`src/sv/rti_pkg.sv`:
```
`timescale 1ns / 1ps
`default_nettype none
// ----------------------------------------------------------------------------
// rti_pkg
// Shared types and constants of the ray/triangle intersection unit.
// ----------------------------------------------------------------------------
package rti_pkg;

   // request kinds carried in tuser
   localparam logic FUNC_LOAD = 1'b0;
   localparam logic FUNC_RAY  = 1'b1;

   // register index, taken from paddr[2]
   localparam logic REG_DET_THRESHOLD = 1'b0;
   localparam logic REG_MIN_DISTANCE  = 1'b1;

   localparam int CFG_BITS  = 16;
   localparam int DIST_BITS = 31;
   localparam int IN_BITS   = 32;

   localparam logic [CFG_BITS-1:0] DET_THRESHOLD_RST = 16'd1;
   localparam logic [CFG_BITS-1:0] MIN_DISTANCE_RST  = 16'd7;

   localparam logic [1:0] VERTEX_0 = 2'd0;
   localparam logic [1:0] VERTEX_1 = 2'd1;
   localparam logic [1:0] VERTEX_2 = 2'd2;
   localparam logic [1:0] VERTEX_NONE = 2'd3;

   typedef struct packed {
      logic [CFG_BITS-1:0] det_threshold;
      logic [CFG_BITS-1:0] min_distance;
   } cfg_type;

endpackage
`default_nettype wire

```
`src/sv/rti_front.sv`:
```
`timescale 1ns / 1ps
`default_nettype none
// ----------------------------------------------------------------------------
// rti_front
// Accepts request transactions: loads update the vertex store, rays have
// their edge and origin vectors formed and are queued for the pipeline.
// ----------------------------------------------------------------------------
module rti_front #(
   parameter int COORD_BITS = 32
) (
   input  wire logic                          clock,
   input  wire logic                          reset,
   input  wire logic                          req_tvalid,
   output logic                               req_tready,
   input  wire logic                          req_tuser,
   input  wire logic [199:0]                  req_tdata,
   input  wire logic                          q_full,
   output logic                               q_push,
   output logic [12*(COORD_BITS+1)-1:0]       q_data
);
   localparam int C  = COORD_BITS;
   localparam int E  = C + 1;
   localparam int IW = rti_pkg::IN_BITS;
   localparam int XW = (C > IW) ? C : IW;

   logic signed [C-1:0] vtx_ff [0:2][0:2];
   logic signed [C-1:0] pos    [0:2];
   logic signed [C-1:0] dir    [0:2];
   logic signed [XW-1:0] pos_ext [0:2];
   logic signed [XW-1:0] dir_ext [0:2];
   logic signed [E-1:0] e1 [0:2];
   logic signed [E-1:0] e2 [0:2];
   logic signed [E-1:0] sv [0:2];
   logic signed [E-1:0] dv [0:2];
   logic [1:0]          vertex_sel;
   logic                accept;

   assign req_tready = !q_full;
   assign accept     = req_tvalid && req_tready;
   assign vertex_sel = req_tdata[1:0];
   assign q_push     = accept && (req_tuser == rti_pkg::FUNC_RAY);

   always_comb begin
      for (int i = 0; i < 3; i++) begin
         pos_ext[i] = XW'($signed(req_tdata[2 + IW*i +: IW]));
         dir_ext[i] = XW'($signed(req_tdata[2 + IW*(3+i) +: IW]));
         pos[i]     = pos_ext[i][C-1:0];
         dir[i]     = dir_ext[i][C-1:0];
         e1[i]      = E'(vtx_ff[1][i]) - E'(vtx_ff[0][i]);
         e2[i]      = E'(vtx_ff[2][i]) - E'(vtx_ff[0][i]);
         sv[i]      = E'(pos[i]) - E'(vtx_ff[0][i]);
         dv[i]      = E'(dir[i]);
      end
      q_data = {dv[2], dv[1], dv[0], sv[2], sv[1], sv[0],
                e2[2], e2[1], e2[0], e1[2], e1[1], e1[0]};
   end

   always_ff @(posedge clock) begin
      if (reset) begin
         for (int v = 0; v < 3; v++) begin
            for (int i = 0; i < 3; i++) begin
               vtx_ff[v][i] <= '0;
            end
         end
      end else if (accept && (req_tuser == rti_pkg::FUNC_LOAD)) begin
         unique case (vertex_sel)
            rti_pkg::VERTEX_0: begin
               for (int i = 0; i < 3; i++) vtx_ff[0][i] <= pos[i];
            end
            rti_pkg::VERTEX_1: begin
               for (int i = 0; i < 3; i++) vtx_ff[1][i] <= pos[i];
            end
            rti_pkg::VERTEX_2: begin
               for (int i = 0; i < 3; i++) vtx_ff[2][i] <= pos[i];
            end
            rti_pkg::VERTEX_NONE: begin
            end
         endcase
      end
   end

endmodule
`default_nettype wire

```
`config.mk`:
```
export PLATFORM = sky130hd
export DESIGN_NAME = rti_front
export DESIGN_NICKNAME = d
export VERILOG_FILES = /design/src/sv/rti_pkg.sv /design/src/sv/rti_front.sv
export SDC_FILE = /design/constraint.sdc
export NUM_CORES = 1
export LEC_CHECK = 0
export BUFFER_PORTS_ARGS = -buffer_cell sky130_fd_sc_hd__buf_2
export CORE_UTILIZATION = 30
export DETAILED_ROUTE_END_ITERATION = 10
export HOLD_SLACK_MARGIN = 0.08
export PLACE_DENSITY_LB_ADDON = 0.25
export SLEW_MARGIN = 20
export SYNTH_ARGS = -nofsm -noshare
export SYNTH_HDL_FRONTEND = slang
export SYNTH_SLANG_ARGS = --single-unit
```
`constraint.sdc`:
```
create_clock -name clock -period 11.16 [get_ports clock]
set_input_delay 2.232 -clock clock [delete_from_list [all_inputs] [get_ports clock]]
set_output_delay 2.232 -clock clock [all_outputs]
set_load 0.03 [all_outputs]
```
==> reports/summary.json <==
{
  "cts_sinks": 288,
  "top_level_ports": 603,
  "worstMarginPinSlew_ns": 1.03,
  "largest_register": "vtx_ff",
  "cts_hold_buf": 0,
  "met3WireLength_um": 4740,
  "wl_met2_um": 38600,
  "design.die.area_mm2": 0.0857,
  "registers_with_the_most_flip_flops": "vtx_ff: 288 flops",
  "setup_slack_ns": 3.07,
  "required_arrival_time_at_the_worst_endpoint_ns": 8.93,
  "finalWorstPathRequiredPeriod_ns": 8.09,
  "number_of_warning_messages_in_the_yosys_log": 0,
  "synth_area_leaders": "sky130_fd_sc_hd__edfxtp_1 (34%), sky130_fd_sc_hd__ha_1 (14%), sky130_fd_sc_hd__and2_1 (6.9%), sky130_fd_sc_hd__xnor2_1 (5.6%), sky130_fd_sc_hd__a21oi_1 (4.6%)",
  "die_h_um": 293,
  "finalCritPeriodShare_pct": 72.5,
  "synth.ff_latch_count": 288,
  "cts_max_level": 2,
  "synth_top_area_share_pct": 34.1,
  "post_drt_via_cell_ratio": 4.99,
  "power.share.combinational_pct": 44.6,
  "setup_repair_after_global_routing_missed_its_margin": "no",
  "power.share.sequential_pct": 28.2,
  "via_count": 20800,
  "synth_fp_nets": 3191,
  "drt_iter0_markers": 1177,
  "grt_pass1_vias": 20200,
  "cellLeakagePower_nw": 12.9,
  "grt_max_degree": 91,
  "cp-end-kind": "output pin",
  "drt_pre_antenna_iters": 5,
  "drt-total-wl_um": 82000,
  "final_antenna_net_count": 0,
  "wl_per_cell_um": 19.7,
  "internal_power_mw": 2.62,
  "worst_setup_path_start_kind": "input pin",
  "power_switching_mw": 1.91,
  "grt_pass1_wl_um": 122000,
  "cts-buffers-inserted": 37,
  "power.switching_fraction_pct": 42.2,
  "die_w_um": 293,
  "cellPowerDensity_mw_per_mm2": 155,
  "drv_slew": 0,
  "maxClockFrequency_mhz": 124,
  "synthCells": 2689,
  "detail_route.drc_violations": 0,
  "timing.critical_path.fanout_max": 4,
  "cts.root.buffer_cell": "sky130_fd_sc_hd__clkbuf_16",
  "drv.max_cap_violation_count": 0,
  "report.power.total_mw": 4.53,
  "routabilityCongestion": 0.902,
  "grt_overflow_total": 0,
  "fin_setup_tns_ns": 0,
  "routedLengthMet1_um": 37000,
  "top_layer_in_use": "met5",
  "clkTransAtPathRegs_ns": 0.06,
  "number_of_flip_flops_in_the_largest_register": 288,
  "sequential_share_of_the_synthesized_area_pct": 34.1,
  "placement.io_buffers": 401,
  "number_of_enable_flip_flop_cells_after_synthesis": 288,
  "timing.critical_path.arrival_ns": 5.85,
  "core_area_mm2": 0.0837,
  "start_util_pct": 30.3,
  "relSlewSlack_pct": 31.4,
  "postPlaceCellArea_mm2": 0.0280,
  "final_cell_count_no_fill": 4163,
  "drive_above_1_share_pct": 17.1,
  "commonest_non_fill_non_tap_cell_in_the_layout": "sky130_fd_sc_hd__buf_2",
  "grt_usage_pct": 18.6,
  "final_nets": 3501,
  "worstSetupPathType": "input pin to output pin",
  "place_inst": 4094,
  "post-synth-top-area-cell": "sky130_fd_sc_hd__edfxtp_1",
  "fin_hold_ws_ns": 1.99,
  "holdCritPathClass": "input pin to flip-flop",
  "cts_repair_resizes": 0,
  "outcome": "complete, no violations",
  "grt_antenna_before_repair": 10,
  "worst_ir_drop_vdd_mv": 0.0869,
  "cts_max_path_buffers": 3,
  "syn2layout_area_growth_pct": 15.3,
  "finalHoldViolations": 0,
  "rows": 106,
  "clock_tree_from_tritoncts": "done",
  "yosys.cell_types.count": 89,
  "post_synth_instance_area_mm2": 0.0254,
  "fin_area_mm2": 0.0292,
  "final_core_util_pct": 34.9,
  "p_clk_share_pct": 27.2,
  "postCtsSetupBuffers": 0,
  "async_flop_share_pct": 0,
  "hpwlAfterDp_um": 65000,
  "most-common-layout-cells": "sky130_fd_sc_hd__buf_2 (401), sky130_fd_sc_hd__ha_1 (288), sky130_fd_sc_hd__edfxtp_1 (288)",
  "report.final.setup_viol": 0,
  "dpl_worst_slack_ns": 3.01,
  "synth_ff_type": "sky130_fd_sc_hd__edfxtp_1",
  "synth.avg_cell_area_um2": 9.43
}
[critical path, stage by stage]
cell and delay (ns):
sky130_fd_sc_hd__buf_2 0.10, sky130_fd_sc_hd__inv_1 0.08, sky130_fd_sc_hd__ha_1 0.24, sky130_fd_sc_hd__fa_1 0.40, sky130_fd_sc_hd__nor2b_1 0.22, sky130_fd_sc_hd__o31ai_2 0.13, sky130_fd_sc_hd__a211oi_1 0.36, sky130_fd_sc_hd__o211ai_2 0.24
sky130_fd_sc_hd__a211oi_1 0.43, sky130_fd_sc_hd__o21ai_1 0.19, sky130_fd_sc_hd__a21oi_1 0.29, sky130_fd_sc_hd__o41a_1 0.28, sky130_fd_sc_hd__a41oi_2 0.15, sky130_fd_sc_hd__xnor2_1 0.21, sky130_fd_sc_hd__buf_2 0.28
[cells in the mapped netlist, types with 7 or more instances]
cell / count
sky130_fd_sc_hd__a211o_1: 7
sky130_fd_sc_hd__a211oi_1: 16
sky130_fd_sc_hd__a21o_1: 116
sky130_fd_sc_hd__a21oi_1: 232
sky130_fd_sc_hd__a31oi_1: 11
sky130_fd_sc_hd__and2_1: 281
sky130_fd_sc_hd__and3_1: 21
sky130_fd_sc_hd__buf_4: 99
sky130_fd_sc_hd__clkbuf_1: 42
sky130_fd_sc_hd__edfxtp_1: 288
sky130_fd_sc_hd__fa_1: 9
sky130_fd_sc_hd__ha_1: 288
sky130_fd_sc_hd__inv_1: 180
sky130_fd_sc_hd__nand2_1: 119
sky130_fd_sc_hd__nand2b_1: 45
sky130_fd_sc_hd__nand3_1: 44
sky130_fd_sc_hd__nand4_1: 24
sky130_fd_sc_hd__nor2_1: 142
sky130_fd_sc_hd__nor2b_1: 45
sky130_fd_sc_hd__nor3_1: 42
sky130_fd_sc_hd__nor4_1: 16
sky130_fd_sc_hd__o211ai_1: 8
sky130_fd_sc_hd__o21a_1: 60
sky130_fd_sc_hd__o21ai_0: 104
sky130_fd_sc_hd__o21ai_1: 26
sky130_fd_sc_hd__o21bai_1: 27
sky130_fd_sc_hd__o31a_1: 11
sky130_fd_sc_hd__o31ai_1: 12
sky130_fd_sc_hd__or3_1: 7
sky130_fd_sc_hd__xnor2_1: 162
sky130_fd_sc_hd__xor2_1: 76
[final timing paths]
check	end	slack, ns	depth (start not counted)	start
setup / recovery	q_data[294]	3.07	15	req_tdata[66]
hold / removal	vtx_ff[0][52]$_SDFFCE_PN0P_	1.99	2	req_tdata[54]
[power groups by stage]
stage | Sequential [mW] | Combinational [mW] | Clock, mW
after global routing | 1.28 | 2.17 | 1.31
after floorplan | 1.30 | 1.47 | 0
after global placement | 1.30 | 2.03 | 0
final | 1.27 | 2.02 | 1.23
after CTS | 1.28 | 2.04 | 1.27
after detailed placement | 1.30 | 2.03 | 0
[per-layer routing]
| layer | vias to the layer above | global-route usage [%] |
|---|---|---|
| met4 | 4 | 4.57 |
| li1 | 10300 | - |
| met3 | 94 | 3.84 |
| met5 | - | 0 |
| met2 | 466 | 31.0 |
| met1 | 9968 | 24.4 |
[final cells by class]
| cell class | instances | area, um2 |
|---|---|---|
| clock inverters | 21 | 215 |
| well taps | 1134 | 1420 |
| multi-input cells | 2079 | 15200 |
| clock buffers | 44 | 995 |
| inverters | 180 | 676 |
| diodes | 4 | 10.0 |
| fillers | 8736 | 54400 |
| repair buffers | 413 | 2100 |
| flip-flops and latches | 288 | 8650 |
[cell families after synthesis]
| group | synth area share (%) |
|---|---|
| adder cells (fa/ha/maj) | 14.9 |
| AND/OR/NAND/NOR | 17.3 |
| flip-flops | 34.1 |
| buffers and inverters | 6.23 |
| AO/OA/AOI/OAI | 19.2 |
| XOR/XNOR | 8.22 |
Power figures use the tool's default switching activity.
